--- src/design/asep_pkg.sv ---
// Shared types, byte codes, parser mode and action codes for the escape parser.
// Used by the controller, the datapath and the top level; depends on nothing.
`timescale 1ns / 1ps

package asep_pkg;

    localparam int MAX_DIGITS_DEF = 2;

    localparam logic [7:0] BYTE_EOT     = 8'h04;
    localparam logic [7:0] BYTE_LF      = 8'h0a;
    localparam logic [7:0] BYTE_ESC     = 8'h1b;
    localparam logic [7:0] BYTE_CARET   = 8'h5e;
    localparam logic [7:0] BYTE_LBRACK  = 8'h5b;
    localparam logic [7:0] BYTE_SGR_END = 8'h6d;
    localparam logic [7:0] BYTE_LOW_D   = 8'h64;
    localparam logic [7:0] BYTE_UP_D    = 8'h44;
    localparam logic [7:0] DIGIT_HI     = 8'h30;
    localparam logic [7:0] HI_MASK      = 8'hf0;
    localparam logic [7:0] LO_MASK      = 8'h0f;

    localparam logic [1:0] MODE_NORMAL = 2'd0;
    localparam logic [1:0] MODE_CARET  = 2'd1;
    localparam logic [1:0] MODE_ESC    = 2'd2;
    localparam logic [1:0] MODE_CSI    = 2'd3;

    localparam logic [1:0] ACT_TYPE    = 2'd0;
    localparam logic [1:0] ACT_NEWLINE = 2'd1;
    localparam logic [1:0] ACT_SPACING = 2'd2;
    localparam logic [1:0] ACT_EOT     = 2'd3;

    localparam logic [1:0] SPACING_SINGLE = 2'd0;
    localparam logic [1:0] SPACING_ONE_HALF = 2'd1;
    localparam logic [1:0] SPACING_DOUBLE = 2'd2;
    localparam logic [1:0] SPACING_TRIPLE = 2'd3;

    localparam int SGR_RESET      = 0;
    localparam int SGR_BOLD       = 1;
    localparam int SGR_UNDERLINE  = 4;
    localparam int SGR_SPACE_1    = 10;
    localparam int SGR_SPACE_15   = 11;
    localparam int SGR_SPACE_2    = 12;
    localparam int SGR_SPACE_3    = 13;
    localparam int SGR_BOLD_OFF   = 22;
    localparam int SGR_ULINE_OFF  = 24;

    localparam int APB_ADDR_W = 3;
    localparam logic [APB_ADDR_W-1:0] ADDR_CARET_CTRL = 3'd0;

    localparam int OUT_DATA_W = 16;

    typedef struct packed {
        logic accept;
        logic load;
        logic sel_tail;
        logic last;
    } t_cmd;

    typedef struct packed {
        logic plan_flush;
        logic plan_tail;
        logic tail_v;
        logic flush_last;
        logic slot_free;
    } t_sts;

    function automatic logic is_dec(input logic [7:0] b);
        logic hi_ok;
        hi_ok = (b & HI_MASK) == DIGIT_HI;
        return hi_ok && ((b & LO_MASK) <= 8'd9);
    endfunction

endpackage

--- src/design/asep_ctrl.sv ---
// Controller state machine of the escape parser: input handshake and result sequencing.
// Depends on asep_pkg; drives the datapath through t_cmd and reads t_sts.
`timescale 1ns / 1ps

module asep_ctrl (
    input  logic           i_clk,
    input  logic           i_rst_n,
    input  logic           i_s_tvalid,
    output logic           o_s_tready,
    input  asep_pkg::t_sts i_sts,
    output asep_pkg::t_cmd o_cmd
);

    typedef enum logic [2:0] {
        S_IDLE  = 3'b001,
        S_FLUSH = 3'b010,
        S_TAIL  = 3'b100
    } t_state;

    t_state r_state;
    t_state n_state;

    assign o_s_tready = (r_state == S_IDLE);

    always_comb begin
        n_state        = r_state;
        o_cmd.accept   = 1'b0;
        o_cmd.load     = 1'b0;
        o_cmd.sel_tail = 1'b0;
        o_cmd.last     = 1'b0;
        case (r_state)
            S_IDLE: begin
                if (i_s_tvalid) begin
                    o_cmd.accept = 1'b1;
                    if (i_sts.plan_flush) begin
                        n_state = S_FLUSH;
                    end else if (i_sts.plan_tail) begin
                        n_state = S_TAIL;
                    end
                end
            end
            S_FLUSH: begin
                if (i_sts.slot_free) begin
                    o_cmd.load = 1'b1;
                    o_cmd.last = i_sts.flush_last && !i_sts.tail_v;
                    if (i_sts.flush_last) begin
                        n_state = i_sts.tail_v ? S_TAIL : S_IDLE;
                    end
                end
            end
            S_TAIL: begin
                if (i_sts.slot_free) begin
                    o_cmd.load     = 1'b1;
                    o_cmd.sel_tail = 1'b1;
                    o_cmd.last     = 1'b1;
                    n_state        = S_IDLE;
                end
            end
            default: begin
                n_state = S_IDLE;
            end
        endcase
    end

    always_ff @(posedge i_clk) begin
        if (!i_rst_n) begin
            r_state <= S_IDLE;
        end else begin
            r_state <= n_state;
        end
    end

endmodule

--- src/design/asep_datapath.sv ---
// Datapath of the escape parser: parse state, style, held bytes and the output register.
// Depends on asep_pkg; commanded by asep_ctrl.
`timescale 1ns / 1ps

module asep_datapath #(
    parameter int MAX_DIGITS = asep_pkg::MAX_DIGITS_DEF
) (
    input  logic                            i_clk,
    input  logic                            i_rst_n,
    input  logic                            i_cfg_caret,
    input  logic [7:0]                      i_byte,
    input  asep_pkg::t_cmd                  i_cmd,
    output asep_pkg::t_sts                  o_sts,
    output logic                            o_m_tvalid,
    output logic [asep_pkg::OUT_DATA_W-1:0] o_m_tdata,
    output logic                            o_m_tlast,
    input  logic                            i_m_tready
);

    localparam int HOLD_DEPTH = 3 + MAX_DIGITS;
    localparam int CNT_W      = $clog2(HOLD_DEPTH + 1);
    localparam int IDX_W      = $clog2(HOLD_DEPTH);
    localparam int DIG_W      = $clog2(MAX_DIGITS + 1);
    localparam int VAL_W      = $clog2(10 ** MAX_DIGITS);

    logic [1:0]       r_mode,    n_mode;
    logic [CNT_W-1:0] r_cnt,     n_cnt;
    logic [DIG_W-1:0] r_digits,  n_digits;
    logic [VAL_W-1:0] r_val,     n_val;
    logic             r_bold,    n_bold;
    logic             r_uline,   n_uline;
    logic [1:0]       r_spacing, n_spacing;
    logic [7:0]       r_held [HOLD_DEPTH];

    logic [CNT_W-1:0] r_flush_n, n_flush_n;
    logic             r_tail_v,  n_tail_v;
    logic [1:0]       r_tail_act, n_tail_act;
    logic [7:0]       r_tail_char, n_tail_char;
    logic [IDX_W-1:0] r_rd_idx;

    logic                            r_out_valid;
    logic [asep_pkg::OUT_DATA_W-1:0] r_out_data;
    logic                            r_out_last;

    logic       w_hold;
    logic       w_dec;
    logic       w_sgr_ok;
    logic [1:0] w_act;
    logic [7:0] w_char;

    assign w_dec = asep_pkg::is_dec(i_byte);

    always_comb begin
        n_mode      = r_mode;
        n_cnt       = r_cnt;
        n_digits    = r_digits;
        n_val       = r_val;
        n_bold      = r_bold;
        n_uline     = r_uline;
        n_spacing   = r_spacing;
        n_flush_n   = '0;
        n_tail_v    = 1'b0;
        n_tail_act  = asep_pkg::ACT_TYPE;
        n_tail_char = i_byte;
        w_hold      = 1'b0;
        w_sgr_ok    = 1'b0;
        case (r_mode)
            asep_pkg::MODE_NORMAL: begin
                if (i_cfg_caret && (i_byte == asep_pkg::BYTE_CARET)) begin
                    w_hold = 1'b1;
                    n_mode = asep_pkg::MODE_CARET;
                end else if (i_byte == asep_pkg::BYTE_EOT) begin
                    n_cnt       = '0;
                    n_digits    = '0;
                    n_bold      = 1'b0;
                    n_uline     = 1'b0;
                    n_spacing   = asep_pkg::SPACING_SINGLE;
                    n_tail_v    = 1'b1;
                    n_tail_act  = asep_pkg::ACT_EOT;
                    n_tail_char = 8'h00;
                end else if (i_byte == asep_pkg::BYTE_LF) begin
                    n_tail_v    = 1'b1;
                    n_tail_act  = asep_pkg::ACT_NEWLINE;
                    n_tail_char = 8'h00;
                end else if (i_byte == asep_pkg::BYTE_ESC) begin
                    w_hold = 1'b1;
                    n_mode = asep_pkg::MODE_ESC;
                end else begin
                    n_tail_v = 1'b1;
                end
            end
            asep_pkg::MODE_CARET: begin
                if ((i_byte == asep_pkg::BYTE_LOW_D) || (i_byte == asep_pkg::BYTE_UP_D)) begin
                    n_mode      = asep_pkg::MODE_NORMAL;
                    n_cnt       = '0;
                    n_digits    = '0;
                    n_bold      = 1'b0;
                    n_uline     = 1'b0;
                    n_spacing   = asep_pkg::SPACING_SINGLE;
                    n_tail_v    = 1'b1;
                    n_tail_act  = asep_pkg::ACT_EOT;
                    n_tail_char = 8'h00;
                end else if (i_byte == asep_pkg::BYTE_LBRACK) begin
                    w_hold = 1'b1;
                    n_mode = asep_pkg::MODE_ESC;
                end else begin
                    n_flush_n = r_cnt;
                    n_tail_v  = 1'b1;
                end
            end
            asep_pkg::MODE_ESC: begin
                if (i_byte == asep_pkg::BYTE_LBRACK) begin
                    w_hold = 1'b1;
                    n_mode = asep_pkg::MODE_CSI;
                end else begin
                    n_flush_n = r_cnt;
                    n_tail_v  = 1'b1;
                end
            end
            asep_pkg::MODE_CSI: begin
                if (i_byte == asep_pkg::BYTE_SGR_END) begin
                    if (r_digits != '0) begin
                        w_sgr_ok = 1'b1;
                        case (32'(r_val))
                            asep_pkg::SGR_RESET: begin
                                n_bold    = 1'b0;
                                n_uline   = 1'b0;
                                n_spacing = asep_pkg::SPACING_SINGLE;
                            end
                            asep_pkg::SGR_BOLD:      n_bold    = 1'b1;
                            asep_pkg::SGR_UNDERLINE: n_uline   = 1'b1;
                            asep_pkg::SGR_SPACE_1:   n_spacing = asep_pkg::SPACING_SINGLE;
                            asep_pkg::SGR_SPACE_15:  n_spacing = asep_pkg::SPACING_ONE_HALF;
                            asep_pkg::SGR_SPACE_2:   n_spacing = asep_pkg::SPACING_DOUBLE;
                            asep_pkg::SGR_SPACE_3:   n_spacing = asep_pkg::SPACING_TRIPLE;
                            asep_pkg::SGR_BOLD_OFF:  n_bold    = 1'b0;
                            asep_pkg::SGR_ULINE_OFF: n_uline   = 1'b0;
                            default:                 w_sgr_ok  = 1'b0;
                        endcase
                    end
                    if (w_sgr_ok) begin
                        n_tail_v    = 1'b1;
                        n_tail_act  = asep_pkg::ACT_SPACING;
                        n_tail_char = 8'h00;
                    end else begin
                        n_flush_n = r_cnt;
                    end
                end else if (w_dec) begin
                    if (r_digits == DIG_W'(MAX_DIGITS)) begin
                        n_flush_n = r_cnt;
                        n_tail_v  = 1'b1;
                    end else begin
                        w_hold   = 1'b1;
                        n_digits = r_digits + DIG_W'(1);
                        n_val    = ((r_digits == '0) ? VAL_W'(0) : VAL_W'(r_val * VAL_W'(10)))
                                   + VAL_W'(i_byte[3:0]);
                    end
                end else begin
                    n_flush_n = r_cnt;
                    n_tail_v  = 1'b1;
                end
            end
            default: begin
                n_mode = asep_pkg::MODE_NORMAL;
            end
        endcase
        if ((n_flush_n != '0) || n_tail_v) begin
            n_mode   = asep_pkg::MODE_NORMAL;
            n_cnt    = '0;
            n_digits = '0;
        end
        if (w_hold && (r_cnt < CNT_W'(HOLD_DEPTH))) begin
            n_cnt = r_cnt + CNT_W'(1);
        end
    end

    always_ff @(posedge i_clk) begin
        if (!i_rst_n) begin
            r_mode    <= asep_pkg::MODE_NORMAL;
            r_cnt     <= '0;
            r_digits  <= '0;
            r_bold    <= 1'b0;
            r_uline   <= 1'b0;
            r_spacing <= asep_pkg::SPACING_SINGLE;
            r_flush_n <= '0;
            r_tail_v  <= 1'b0;
            r_rd_idx  <= '0;
        end else if (i_cmd.accept) begin
            r_mode    <= n_mode;
            r_cnt     <= n_cnt;
            r_digits  <= n_digits;
            r_bold    <= n_bold;
            r_uline   <= n_uline;
            r_spacing <= n_spacing;
            r_flush_n <= n_flush_n;
            r_tail_v  <= n_tail_v;
            r_rd_idx  <= '0;
        end else if (i_cmd.load && !i_cmd.sel_tail) begin
            r_rd_idx <= r_rd_idx + IDX_W'(1);
        end
    end

    always_ff @(posedge i_clk) begin
        if (i_cmd.accept) begin
            r_val       <= n_val;
            r_tail_act  <= n_tail_act;
            r_tail_char <= n_tail_char;
            if (w_hold && (r_cnt < CNT_W'(HOLD_DEPTH))) begin
                r_held[r_cnt[IDX_W-1:0]] <= i_byte;
            end
        end
    end

    always_comb begin
        if (i_cmd.sel_tail) begin
            w_act  = r_tail_act;
            w_char = r_tail_char;
        end else begin
            w_act  = asep_pkg::ACT_TYPE;
            w_char = r_held[r_rd_idx];
        end
    end

    always_ff @(posedge i_clk) begin
        if (!i_rst_n) begin
            r_out_valid <= 1'b0;
        end else if (i_cmd.load) begin
            r_out_valid <= 1'b1;
        end else if (i_m_tready) begin
            r_out_valid <= 1'b0;
        end
    end

    always_ff @(posedge i_clk) begin
        if (i_cmd.load) begin
            r_out_data <= {r_mode, r_spacing, r_uline, r_bold, w_char, w_act};
            r_out_last <= i_cmd.last;
        end
    end

    assign o_sts.plan_flush = (n_flush_n != '0);
    assign o_sts.plan_tail  = n_tail_v;
    assign o_sts.tail_v     = r_tail_v;
    assign o_sts.flush_last = ((CNT_W'(r_rd_idx) + CNT_W'(1)) == r_flush_n);
    assign o_sts.slot_free  = !r_out_valid || i_m_tready;

    assign o_m_tvalid = r_out_valid;
    assign o_m_tdata  = r_out_data;
    assign o_m_tlast  = r_out_last;

endmodule

--- src/design/ansi_style_escape_parser_unit.sv ---
// Top level of the escape parser: stream ports, APB register, controller and datapath.
// Depends on asep_pkg, asep_ctrl and asep_datapath.
//
//   Channel  Dir  Signals                          Transaction
//   s_axis   in   tvalid tready tdata[7:0]         one text byte
//   m_axis   out  tvalid tready tdata[15:0] tlast  one typing action
//   apb      in   psel penable pwrite paddr pwdata register 0 caret control
//
// A byte is accepted and then causes from none up to MAX_DIGITS + 4 results; the result
// sequencer hands out one result a cycle while m_axis does not stall.
// The next byte is accepted once the last result of the previous one is loaded
// into the output register, even while that result still waits to be taken.
// A stalled m_axis holds the sequencer; reset is synchronous and active low.
`timescale 1ns / 1ps

module ansi_style_escape_parser_unit #(
    parameter int MAX_DIGITS = asep_pkg::MAX_DIGITS_DEF
) (
    input  logic                            i_clk,
    input  logic                            i_rst_n,
    input  logic                            s_axis_tvalid,
    output logic                            s_axis_tready,
    input  logic [7:0]                      s_axis_tdata,   // in_byte
    output logic                            m_axis_tvalid,
    input  logic                            m_axis_tready,
    // action[1:0], char_code[9:2], bold[10], underline[11], line_spacing[13:12],
    // parser_mode[15:14]
    output logic [asep_pkg::OUT_DATA_W-1:0] m_axis_tdata,
    output logic                            m_axis_tlast,
    input  logic                            psel,
    input  logic                            penable,
    input  logic                            pwrite,
    input  logic [asep_pkg::APB_ADDR_W-1:0] paddr,
    input  logic [31:0]                     pwdata,
    output logic [31:0]                     prdata,
    output logic                            pready
);

    logic           r_caret_ctrl;
    logic           w_reg_sel;
    asep_pkg::t_cmd w_cmd;
    asep_pkg::t_sts w_sts;

    assign pready = 1'b1;

    // Registers are word aligned, so the byte lane bits of the address are ignored.
    assign w_reg_sel = (paddr[asep_pkg::APB_ADDR_W-1:2]
                        == asep_pkg::ADDR_CARET_CTRL[asep_pkg::APB_ADDR_W-1:2]);

    always_ff @(posedge i_clk) begin
        if (!i_rst_n) begin
            r_caret_ctrl <= 1'b0;
        end else if (psel && penable && pwrite && w_reg_sel) begin
            r_caret_ctrl <= pwdata[0];
        end
    end

    assign prdata = w_reg_sel ? {31'd0, r_caret_ctrl} : 32'd0;

    asep_ctrl u_ctrl (
        .i_clk      (i_clk),
        .i_rst_n    (i_rst_n),
        .i_s_tvalid (s_axis_tvalid),
        .o_s_tready (s_axis_tready),
        .i_sts      (w_sts),
        .o_cmd      (w_cmd)
    );

    asep_datapath #(
        .MAX_DIGITS (MAX_DIGITS)
    ) u_datapath (
        .i_clk       (i_clk),
        .i_rst_n     (i_rst_n),
        .i_cfg_caret (r_caret_ctrl),
        .i_byte      (s_axis_tdata),
        .i_cmd       (w_cmd),
        .o_sts       (w_sts),
        .o_m_tvalid  (m_axis_tvalid),
        .o_m_tdata   (m_axis_tdata),
        .o_m_tlast   (m_axis_tlast),
        .i_m_tready  (m_axis_tready)
    );

endmodule

--- config.mk ---
export PLATFORM = sky130hd
export DESIGN_NAME = ansi_style_escape_parser_unit
export DESIGN_NICKNAME = d
export VERILOG_FILES = /design/src/design/asep_pkg.sv /design/src/design/asep_ctrl.sv /design/src/design/asep_datapath.sv /design/src/design/ansi_style_escape_parser_unit.sv
export SDC_FILE = /design/constraint.sdc
export NUM_CORES = 1
export LEC_CHECK = 0
export BUFFER_PORTS_ARGS = -buffer_cell sky130_fd_sc_hd__buf_2
export CAP_MARGIN = 0
export CORE_UTILIZATION = 50
export CTS_CLUSTER_DIAMETER = 150
export DETAILED_ROUTE_END_ITERATION = 12
export GPL_ROUTABILITY_DRIVEN = 0
export PLACE_DENSITY = 0.73
export RECOVER_POWER = 50
export SLEW_MARGIN = 20
export SYNTH_ARGS = -nofsm -noshare
export SYNTH_HDL_FRONTEND = slang
export SYNTH_SLANG_ARGS = --single-unit
--- constraint.sdc ---
create_clock -name i_clk -period 3.8 [get_ports i_clk]
set_clock_uncertainty 0.2 [all_clocks]
set_input_delay 0.38 -clock i_clk [delete_from_list [all_inputs] [get_ports i_clk]]
set_output_delay 0.38 -clock i_clk [all_outputs]
set_load 0.005 [all_outputs]
Word level (Yosys, flattened, before mapping)

Memory sizes are Yosys's and may differ from the RTL's. A register that Yosys moved wholly into a read port is not among the register bits.
Cells that the tools add are included.

Memories: 1
Latch bits: 0
Memory bits (read-only): 0
Output and inout bits: 52
RAM bits: 40
Flip-flop bits (word level): 57
Input bits: 50

$add $sub $neg: 4
Shift-type cells: 0
Magnitude comparators: 2
Eq/ne operators: 52
Multipliers: 1
Div/mod/pow operators: 0
Multiplexer cells: 110
Reductions and logical operators: 37
Bitwise gates (word level): 4

Memory list:

| name              | words | bits a word | rd ports | clocked after memory_dff | write ports | RTL line            | source |
|---|---|---|---|---|---|---|---|
| u_datapath.r_held | 5     | 8           | 1        | 1                        | 1           | asep_datapath.sv:33 | `logic [7:0] r_held [HOLD_DEPTH];` |

Operator list:

| cell               | number |
|---|---|
| $mux 3             | 21 |
| $mux 8             | 7 |
| $mux 2             | 22 |
| $mux 1             | 42 |
| $eq 8x7->1 const B | 5 |
| $reduce_and 8->1   | 4 |
| $eq 7x4->1 const B | 4 |
| $pmux 2 s3         | 4 |
| $pmux 8 s3         | 1 |
| $pmux 3 s3         | 2 |
| $ne 4x1->1 const B | 4 |
| $ne 3x1->1 const B | 5 |
| $ne 3x3->1 const B | 5 |
| $reduce_and 5->1   | 3 |
| $eq 7x5->1 const B | 2 |
| $ne 2x1->1 const B | 7 |
| $reduce_bool 4->1  | 3 |
| $reduce_or 9->1    | 1 |
| $eq 8x3->1 const B | 1 |
| $eq 8x4->1 const B | 1 |
| $eq 8x5->1 const B | 1 |
| $logic_and 1x1->1  | 8 |
| $ne 4x3->1 const B | 2 |
| $pmux 1 s2         | 4 |
| other kinds (32)   | 51 |

Longest topological paths before layout

Gate-level depths: netlist of run 1.

Depth after elaboration: 13
Mapped depth: 10
Gate-level depth less buffers: 10

Hierarchy

From an unflattened synthesis of run 1, not the netlist that was laid out.

Cells, all modules: 467
Area total of the unflattened synthesis: 5333.9 um2

By module, submodules not included:

| module                        | sequential area each (um2) | cells an instance | times used | area an instance (um2) |
|---|---|---|---|---|
| asep_datapath                 | 2662.6                     | 391               | 1          | 4764.6 |
| ansi_style_escape_parser_unit | 20.0                       | 40                | 1          | 315.3 |
| asep_ctrl                     | 60.1                       | 36                | 1          | 254.0 |

Worst setup path before layout of run 1

OpenSTA, ideal clock, no wires.

Path kind: reg-to-reg
Start point: register u_datapath.r_mode[0]
End point: memory u_datapath.r_held[0][0], enable pin
Data required time: 3.217 ns
Arrival: 2.414 ns
Stages on the path, launching flop included: 9
Buffers on the path: 1
Clock period less this slack: 2.998 ns
Setup time: 0.383 ns
Path slack: 0.802 ns
Cells stage by stage: dfxtp_1 -> ha_1 -> clkbuf_1 -> inv_1 -> nor4bb_1 -> a21oi_1 -> o21ai_0 -> nand3b_1 -> nor3_1

Cells in the longest elaborated chain, start to end: 6

Ends and longest elaborated chain:

| item                               | RTL line             | source |
|---|---|---|
| from (decl)                        | asep_datapath.sv:26  | `logic [1:0] r_mode, n_mode;` |
| from (signal assigned)             | asep_datapath.sv:179 | `r_mode <= asep_pkg::MODE_NORMAL;` |
| from (signal assigned)             | asep_datapath.sv:189 | `r_mode <= n_mode;` |
| $eq 2x2->1 (tied with other cells) | asep_datapath.sv:67  | `case (r_mode)` |
| $pmux 1 s4 (*)                     | asep_datapath.sv:67  |  |
| $logic_and 1x1->1 (*)              | asep_datapath.sv:208 | `if (w_hold && (r_cnt < CNT_W'(HOLD_DEPTH))) begin` |
| $mux 1 (*)                         | asep_datapath.sv:208 |  |
| $mux 1 (*)                         | asep_datapath.sv:204 | `if (i_cmd.accept) begin` |
| $mux 1 (not written as such) (*)   | asep_datapath.sv:209 | `r_held[r_cnt[IDX_W-1:0]] <= i_byte;` |
| to (decl)                          | asep_datapath.sv:33  |  |

Every way passes the cells marked *; elsewhere a longest branch is shown, timed or not.

Final worst setup path of run 1

Start point: register u_ctrl.r_state[0]
End point: register u_datapath.r_mode[1]

Cells in the longest elaborated chain, start to end: 3

Ends and longest elaborated chain:

| item                              | RTL line        | source |
|---|---|---|
| from (decl)                       | asep_ctrl.sv:20 | `t_state r_state;` |
| from (signal assigned)            | asep_ctrl.sv:69 | `r_state <= n_state;` |
| $eq 3x1->1                        | asep_ctrl.sv:31 | `case (r_state)` |
| $mux 1                            | asep_ctrl.sv:31 |  |
| $reduce_and 7->1 (no source line) | n/a             |  |

No other way between the ends.
A chain may end at the register's enable or synchronous reset.

==> impl_metrics.ini, run 1 <==
[status]
status = complete, no violations

[synth]
syn_area_per_cell_um2 = 11.4
synth_compound_area_frac = 0.122
ys_types = 72
syn_inst = 465
yosys.area_share.simple = 0.154
synthArstFlopShare = 0
synth_mux_area_frac = 0.0568
synthFlopType = edfxtp_1
ys_ff_latch = 100
synth_edf_count = 74
synth_xor_area_frac = 0.0260
syn-cell-area_mm2 = 0.00529
synthAdderAreaFrac = 0.0431
synthTopCellsByArea = edfxtp_1 42%, dfxtp_1 9.8%, buf_4 4.5%
yosysWarnings = 0
synth_area_leader_cell = edfxtp_1
synth_top_area_frac = 0.420
yosysSeqAreaShare = 0.519
synth_top_family_by_area = simple AND/OR/NAND/NOR gates

[cells_and_area]
multi_input_area_mm2 = 0.00224
syn2layout_area_growth_pct = 7.76
fillers = 928
drive_above_1_share = 0.125
ff_latch_area_mm2 = 0.00274
n_antenna_cell = 0
nNetsFinal = 568

[power_and_ir_drop]
powerDensity_mw_per_mm2 = 358
switchingPower_w = 0.000491
switching_share = 0.241
seqPwrFrac = 0.586
pwr-share-comb = 0.054
clockPowerShare = 0.360
p_leak_nw = 2.02
p_int_w = 0.00155
peakVddDrop_mv = 0.190

[worst_setup_path]
setup.worst_path.end_class = register
critPathBufInv = 3
crit_type = register to register
crit_family = buffers and inverters
slowest_delay_ns = 0.53
crit_fanout = 14
slowest_stage = a2111oi_0
arrival_ns = 3.13
required_ns = 3.89
path_cells = nor3b_1, nand2_1, buf_4, inv_1, buf_4, nand2_1, a2111oi_0, o211ai_1, o31ai_1
start_kind = register

[clocking]
ctsHtreeMaxLevel = 3
cts_buffers = 9
hold_buffers = 0
post_cts_buffers = 0
insertion_delay_ns = 0.37
cts_sinks = 100
tritoncts = done
root_buffer = clkbuf_8
clkTransAtPathRegs_ns = 0.10
cts_buffer_depth = 2
cts_resized = 0

[die]
start_util = 0.515
core_mm2 = 0.0103
io_pins = 102
die_area_mm2 = 0.0110
rows = 37
die_x_um = 105
die_y_um = 105

[routing]
drt_iter0_drc = 310
dr.pass1.iters = 4
drtAntennaViolNets = 0
drt-vias-per-instance = 5.53
routed-via-count = 3553
routed_wl_um = 10200
drc = 0
wl_per_cell_um = 15.9

[sta]
worst_slew_pin_slew_ns = 0.712
maxSlewHeadroom = 0.524
fin_crit_sh = 0.802
slew_viol_final = 0
fmax_ghz = 0.328
rsz0062_at_grt = false
setup_violations = 0
fin_setup_tns_ns = 0
period_needed_ns = 3.05
finalHoldViolCount = 0
fin_ws_ns = 0.754

[global_routing]
antenna_found_initial = 0
grt_max_degree = 21
grt_usage = 0.200
grt_overflow_total = 0
grt_pass1_wl_um = 17100
grt_pass1_vias = 3383

[flow_run]
maxCapViolCount = 0

[place]
dp_hpwl_um = 7490
io_buffers = 36
place_ws_ns = 0.925

[hold_path]
worstHoldPathType = input port to register
synthesized netlist by cell type, types with 3 or more instances:
| cell | instances |
|---|---|
| or3_1 | 3 |
| nand2b_1 | 6 |
| mux4_2 | 8 |
| nor4_1 | 4 |
| edfxtp_1 | 74 |
| and3_1 | 5 |
| and2_1 | 3 |
| clkbuf_1 | 14 |
| nor2b_1 | 12 |
| o21a_1 | 4 |
| o211ai_1 | 6 |
| o21ai_0 | 23 |
| nor3_1 | 17 |
| xor2_1 | 4 |
| a21oi_1 | 16 |
| nor4b_1 | 3 |
| mux2i_1 | 12 |
| o211a_1 | 3 |
| nand3_1 | 9 |
| nor2_1 | 37 |
| buf_4 | 32 |
| a32o_1 | 3 |
| inv_1 | 24 |
| a31oi_1 | 3 |
| dfxtp_1 | 26 |
| ha_1 | 15 |
| a21o_1 | 3 |
| nor3b_1 | 4 |
| xnor2_1 | 9 |
| nand2_1 | 27 |
power by group through the flow:
stage               registers (W)  clock network, W  logic (W)
global route              0.00120          0.000794   0.000124
detailed placement        0.00122                 0   0.000113
finish                    0.00120          0.000735   0.000110
global placement          0.00122                 0   0.000109
floorplan                 0.00122                 0  0.0000904
CTS                       0.00120          0.000750   0.000114
stage by stage:
| step | power, W | hold slack [ns] | util | cell area, µm² | cells |
|---|---|---|---|---|---|
| floorplan | 0.00131 | 0.208 | - | 5400 | 495 |
| global placement | 0.00133 | 0.221 | 0.535 | 5500 | 626 |
| detailed placement | 0.00133 | 0.222 | 0.535 | 5500 | 626 |
| CTS | 0.00206 | 0.0298 | 0.557 | 5730 | 642 |
| global route | 0.00212 | 0.0501 | 0.555 | 5700 | 642 |
| finish | 0.00204 | 0.0378 | 0.555 | 5700 | 642 |
layout by cell type (no fill, tap or decap), types with 5 or more instances in the layout:
master,count
ha_1,15
nand2b_1,6
buf_4,8
xnor2_1,9
nand3_1,9
nor2_1,37
conb_1,32
nand2_1,27
o21ai_0,23
clkbuf_1,17
buf_2,19
mux4_2,8
inv_1,24
clkbuf_8,9
edfxtp_1,74
and3_1,5
dfxtp_1,26
nor3_1,17
o211ai_1,6
a21oi_1,16
mux2i_1,12
nor3b_1,5
nor2b_1,12
worst min-delay path: cells and delay by family:
family                 cells  cell delay (ns)
buffers and inverters      1             0.07
AND/OR/NAND/NOR            1             0.07
multiplexers               1             0.05
layer usage:
layer | up-vias | global-route usage | wire length [µm]
met4 | 0 | 0.0533 | 62
li1 | 1728 | - | -
met2 | 102 | 0.342 | 5120
met3 | 6 | 0.0418 | 562
met5 | - | 0 | 0
met1 | 1717 | 0.259 | 4470
cell type report:
type                       count  area share
clock buffer                   9      0.0217
timing repair buffer          45      0.0393
inverter                      25      0.0165
multi-input combinational    320       0.393
sequential                   100       0.481
tap                          136      0.0299
clock inverter                 7      0.0180
flip-flops by register name, indices dropped and copies added (netlist names), named ones only:
register / flops
u_datapath.r_bold: 1
u_datapath.r_mode: 2
u_datapath.r_held: 40
u_datapath.o_m_tlast: 1
r_caret_ctrl: 1
u_datapath.r_rd_idx: 3
u_datapath.r_tail_act: 2
u_datapath.r_val: 7
u_datapath.o_m_tdata: 16
u_datapath.o_m_tvalid: 1
u_datapath.r_cnt: 3
u_datapath.r_flush_n: 3
u_datapath.r_spacing: 2
u_ctrl.r_state: 3
u_datapath.r_uline: 1
u_datapath.r_tail_v: 1
u_datapath.r_digits: 2
u_datapath.r_tail_char: 8
cell families after synthesis:
group / after synthesis
AO/OA/AOI/OAI: 88
XOR/XNOR: 14
adder cells (fa/ha/maj): 17
buffers and inverters: 75
flip-flops: 100
multiplexers: 20
other: 2
AND/OR/NAND/NOR: 149
worst paths after layout:
path	from	end	slack, ns	cells past startpoint
min	pwdata[0]	r_caret_ctrl	0.04	3
min reg2reg	u_datapath.r_spacing[1]	u_datapath.o_m_tdata[13]	0.24	0
max	u_ctrl.r_state[0]	u_datapath.r_mode[1]	0.75	9
max reg2reg	u_ctrl.r_state[0]	u_datapath.r_mode[1]	0.75	9
No activity file was read; power rests on OpenSTA's default activity.
==> run 2: changes to the inputs <==
- clock period: 3.8 -> 2.95 ns (I/O delays scaled with it)
==> run 2 against run 1 <==
  * Sequential share of layout area fell by 0.55 points
  * Via count increased by 1.7%
  * Clock power is 18% higher
  * Design area is 1.2% higher
  * Register-to-register slack lost 0.61 ns
  * Hold slack improved by 0.015 ns
  * First-iteration DRC count shrank 19%
  * Flip-flop and latch count unchanged
  * Core utilization rose by 0.65 points
  * Total power is 25% higher
  * Combinational power grew 35%
  * Critical endpoint unchanged
  * Largest power group unchanged
==> impl_metrics.ini, run 2 (synthesized netlist as in run 1, its figures left out) <==
[cells_and_area]
largest_reg_flops = 40
fillers = 886
multi_input_area_mm2 = 0.00225
final_area_mm2 = 0.00577
nNetsFinal = 580
layout_commonest_cell = edfxtp_1
final_cells = 654
mostFrequentLayoutCells = 74 x edfxtp_1, 37 x nor2_1, 32 x conb_1, 28 x buf_2, 27 x nand2_1
syn2layout_area_growth_pct = 9.01
ff_latch_area_mm2 = 0.00274
n_antenna_cell = 0
drive_above_1_share = 0.154

[global_routing]
antenna_found_initial = 0
grt_overflow_total = 0
grt_pass1_vias = 3425
grt_pass1_wl_um = 17200
grt_usage = 0.204
grt_max_degree = 21

[hold_path]
hold_start = s_axis_tdata[5]
worstHoldPathType = input port to register
hold_depth = 1
holdPathEnd = u_datapath.r_held[0][5]

[die]
die_y_um = 105
io_pins = 102
core_mm2 = 0.0103
start_util = 0.515
die_x_um = 105
rows = 37
die_area_mm2 = 0.0110

[status]
status = complete, no violations

[routing]
drt-vias-per-instance = 5.53
routed-via-count = 3615
drtAntennaViolNets = 0
drc = 0
drt_iter0_drc = 252
wl_per_cell_um = 16.2
routed_wl_um = 10600
dr.pass1.iters = 5

[power_and_ir_drop]
powerDensity_mw_per_mm2 = 443
peakVddDrop_mv = 0.239
p_leak_nw = 2.08

[sta]
maxSlewHeadroom = 0.552
finalHoldViolCount = 0
fin_setup_tns_ns = 0
fmax_ghz = 0.356
slew_viol_final = 0
period_needed_ns = 2.81
fin_crit_sh = 0.951
setup_violations = 0
worst_slew_pin_slew_ns = 0.672
rsz0062_at_grt = true

[worst_setup_path]
setup.worst_path.end_class = register
reg2reg_slack_ns = 0.14
arrival_ns = 2.88
r2r-start = u_datapath.r_mode[0]
crit_fanout = 5
r2r-end = u_datapath.r_mode[1]
required_ns = 3.02
crit_type = register to register
r2r_cells = 8
start_kind = register

[place]
dpl.cell_count = 637
dp_hpwl_um = 7610
io_buffers = 36
place_area_mm2 = 0.00558

[clocking]
tritoncts = done
cts_buffers = 9
post_cts_buffers = 0
root_buffer = clkbuf_8
cts_sinks = 100
ctsHtreeMaxLevel = 3
insertion_delay_ns = 0.38
clkTransAtPathRegs_ns = 0.11
cts_buffer_depth = 2

[flow_run]
maxCapViolCount = 0
## run 2: cell types whose count changed in the layout (fill, tap and decap cells not counted), sizes merged
| cell | delta |
|---|---|
| inv | +2 |
| clkinv | -1 |
| clkbuf | -5 |
| buf | +16 |
| bufinv | -1 |
| dlygate4sd3 | +1 |
## run 2: timing repair
item	4_1_cts	5_1_grt
resized for setup	0	2
endpoints found under the hold margin	1	0
setup endpoints to repair	0	4
hold buffers	1	0
## run 2: stage by stage
stage | total power [W] | hold slack (ns) | setup slack, ns | util
2_1_floorplan | 0.00169 | 0.194 | -0.0478 | -
3_3_place_gp | 0.00172 | 0.222 | 0.289 | 0.543
3_5_place_dp | 0.00172 | 0.221 | 0.0716 | 0.543
4_1_cts | 0.00257 | 0.0347 | 0.0473 | 0.564
5_1_grt | 0.00264 | 0.0445 | -0.00557 | 0.561
6_report | 0.00256 | 0.0528 | 0.144 | 0.561
## run 2: report_power, final
group | leakage (nW) | total, W | internal, W | switching [W]
logic | 1.09 | 0.000149 | 0.0000471 | 0.000102
registers | 0.886 | 0.00154 | 0.00153 | 0.0000103
clock network | 0.101 | 0.000867 | 0.000336 | 0.000530
total | 2.08 | 0.00256 | 0.00191 | 0.000643
## run 2: how the worst max path moves through the flow
| stage | endpoint | slack (ns) | from | depth (start not counted) |
|---|---|---|---|---|
| 2_1_floorplan | u_datapath.r_held[0][0] | -0.05 | u_datapath.r_mode[0] | 8 |
| 3_3_place_gp | u_datapath.r_mode[1] | 0.29 | u_datapath.r_mode[0] | 8 |
| 3_5_place_dp | u_datapath.r_mode[1] | 0.07 | u_datapath.r_mode[0] | 8 |
| 4_1_cts | u_datapath.r_mode[1] | 0.05 | u_datapath.r_mode[0] | 8 |
| 5_1_grt | u_datapath.r_mode[1] | -0.006 | u_datapath.r_mode[0] | 8 |
| 6_report | u_datapath.r_mode[1] | 0.14 | u_datapath.r_mode[0] | 8 |
## run 2: area by class of cell
cell class	instances	share of cell area
clock buffer	9	0.0215
clock inverter	7	0.0128
inverter	25	0.0163
multi-input combinational	320	0.390
sequential	100	0.476
tap	136	0.0295
timing repair buffer	57	0.0543
## run 2: routing by layer
metal | share of wire | GRT usage | up-vias
met5 | 0 | 0 | -
met4 | 0.024 | 0.0956 | 0
met3 | 0.041 | 0.0299 | 19
met2 | 0.50 | 0.349 | 103
met1 | 0.44 | 0.254 | 1750
li1 | - | - | 1743
## run 2: worst max-delay path, cell delays in order (launching register included)
cell,delay [ns]
dfxtp_1,0.42
inv_1,0.10
ha_1,0.24
nor4b_1,0.39
a21o_1,0.29
a2bb2o_1,0.37
a2111oi_2,0.42
o211ai_1,0.17
o31ai_1,0.13
==> run 3: changes to the inputs <==
--- a/config.mk
+++ b/config.mk
@@ -12,5 +12,5 @@
 export DETAILED_ROUTE_END_ITERATION = 12
 export GPL_ROUTABILITY_DRIVEN = 0
-export PLACE_DENSITY = 0.73
+export PLACE_DENSITY = 0.76
 export RECOVER_POWER = 50
 export SLEW_MARGIN = 20
==> constraint.sdc (replaced) <==
create_clock -name i_clk -period 2.35 [get_ports i_clk]
set_clock_uncertainty 0.2 [all_clocks]
set_input_delay 0 -clock i_clk [delete_from_list [all_inputs] [get_ports i_clk]]
set_output_delay 0 -clock i_clk [all_outputs]
set_load 0.005 [all_outputs]
==> run 3 against run 2 <==
  * Total power grew 26%
  * Combinational power is 58% higher
  * Worst setup slack lost 0.19 ns
  * The flow now finishes with violations (negative setup slack)
  * Hold slack got worse by 0.0083 ns
  * Largest power group unchanged
  * Sequential share of layout area fell by 6.4 points
  * Wire length grew 19%
  * Maximum frequency increased by 17%
  * First-iteration DRC count up 41%
  * Flip-flop and latch count did not move
  * Count of clock-buffer cells in the layout unchanged
  * Non-clock buffer count increased by 65
  * Critical path depth grew 1
==> impl_metrics.ini, run 3 (synthesized netlist as in run 1, its figures left out) <==
[sta]
fmax_ghz = 0.417
period_needed_ns = 2.40
fin_setup_tns_ns = -0.0461
fin_ws_ns = -0.0458
finalHoldViolCount = 0
rsz0062_at_grt = true
fin_crit_sh = 1.02
setup_violations = 2
slew_viol_final = 0
worst_slew_pin_slew_ns = 0.560
maxSlewHeadroom = 0.626
hold-worst-slack_ns = 0.0445

[global_routing]
grt_use_met3 = 0.0468
antenna_found_initial = 0
grtUsageMet1 = 0.286
grt_overflow_total = 0
grt_max_degree = 20
grt-busiest-layer = met2
grt_pass1_vias = 3948
grt_usage = 0.231
grtUsageMet2 = 0.401
grt_pass1_wl_um = 19600

[die]
core_mm2 = 0.0103
rows = 37
io_pins = 102
die_area_mm2 = 0.0110
die_x_um = 105
start_util = 0.515
die_y_um = 105

[clocking]
root_buffer = clkbuf_8
cts_sinks = 100
tritoncts = done
ctsHtreeMaxLevel = 3
cts_buffer_depth = 2
insertion_delay_ns = 0.37
clkTransAtPathRegs_ns = 0.10
cts_buffers = 9

[power_and_ir_drop]
p_leak_nw = 2.54
finalPower_w = 0.00322
powerDensity_mw_per_mm2 = 482
peakVddDrop_mv = 0.329

[status]
status = finished, violations left
violations = negative setup slack

[cells_and_area]
fillers = 780
drive_above_1_share = 0.322
syn2layout_area_growth_pct = 26.3
layout_commonest_cell = edfxtp_1
nNetsFinal = 645
mostFrequentLayoutCells = 74 x edfxtp_1, 59 x buf_4, 38 x buf_2, 34 x nor2_1, 32 x conb_1
utilization = 0.650
final_area_mm2 = 0.00668
largest_reg_flops = 40
n_antenna_cell = 0

[worst_setup_path]
setup.worst_path.end_class = register
crit_fanout = 5
start_kind = register
arrival_ns = 2.49
crit_type = register to register
required_ns = 2.45

[place]
io_buffers = 36
dp_hpwl_um = 8520
place_area_mm2 = 0.00602

[flow_run]
maxCapViolCount = 0

[routing]
drt_iter0_drc = 356
dr.pass1.iters = 6
routed-via-count = 4050
drtAntennaViolNets = 0
routed_wl_um = 12600
drc = 0
wl_per_cell_um = 17.5
drt-vias-per-instance = 5.63

[hold_path]
worstHoldPathType = input port to primary output
==> run 3: cell count changes in the layout (fill, tap and decap cells not counted), sizes merged <==
cell,change
buf,+63
dlygate4sd3,+13
clkbuf,-11
clkinv,+3
inv,-3
==> run 3: path summary, 6_finish.rpt <==
kind	cells past startpoint	endpoint	startpoint	slack (ns)
setup reg to reg	9	u_datapath.r_cnt[0]	u_datapath.r_val[3]	-0.05
hold reg to reg	0	u_datapath.o_m_tdata[10]	u_datapath.r_bold	0.25
setup / recovery	9	u_datapath.r_cnt[0]	u_datapath.r_val[3]	-0.05
hold / removal	3	prdata[0]	paddr[2]	0.04
==> run 3: final cells by class <==
class / count / area [µm²] / share of cell area
clock buffers: 9 / 124 / 0.0185
flip-flops and latches: 100 / 2750 / 0.412
multi-input cells: 320 / 2540 / 0.381
inverters: 25 / 96.3 / 0.0144
well taps: 136 / 170 / 0.0255
clock inverters: 7 / 72.6 / 0.0109
repair buffers: 122 / 926 / 0.139
==> run 3: layer usage <==
metal | part of all wire | vias to the layer above
li1 | - | 1876
met1 | 0.40 | 1962
met2 | 0.51 | 179
met3 | 0.057 | 33
met4 | 0.030 | 0
met5 | 0 | -
==> run 3: report_power, final <==
part / internal [W] / switching (W)
Clock: 0.000412 / 0.000644
Combinational: 0.0000912 / 0.000143
Sequential: 0.00192 / 0.0000133
Total: 0.00242 / 0.000800
==> run 3: worst max-delay path: stages, from the launching register on <==
cell,delay [ns]
edfxtp_1,0.47
buf_4,0.17
buf_2,0.13
nand3b_1,0.14
a21oi_4,0.08
o2111a_2,0.28
o41ai_4,0.38
buf_6,0.17
nand3_1,0.09
a31oi_1,0.19
==> run 3: repair_timing <==
action	CTS	global route
setup buffers	2	10
gates cloned	0	2
endpoints found under the hold margin	69	0
hold buffers	14	0
setup endpoints to repair	58	63
pin swaps	3	21
resized for setup	14	41
==> run 3: stage by stage <==
stage,instances,worst slack (ns)
2_1_floorplan,495,-0.182
3_3_place_gp,675,-0.132
3_5_place_dp,675,-0.133
4_1_cts,707,0.0000988
5_1_grt,719,-0.126
6_report,719,-0.0458
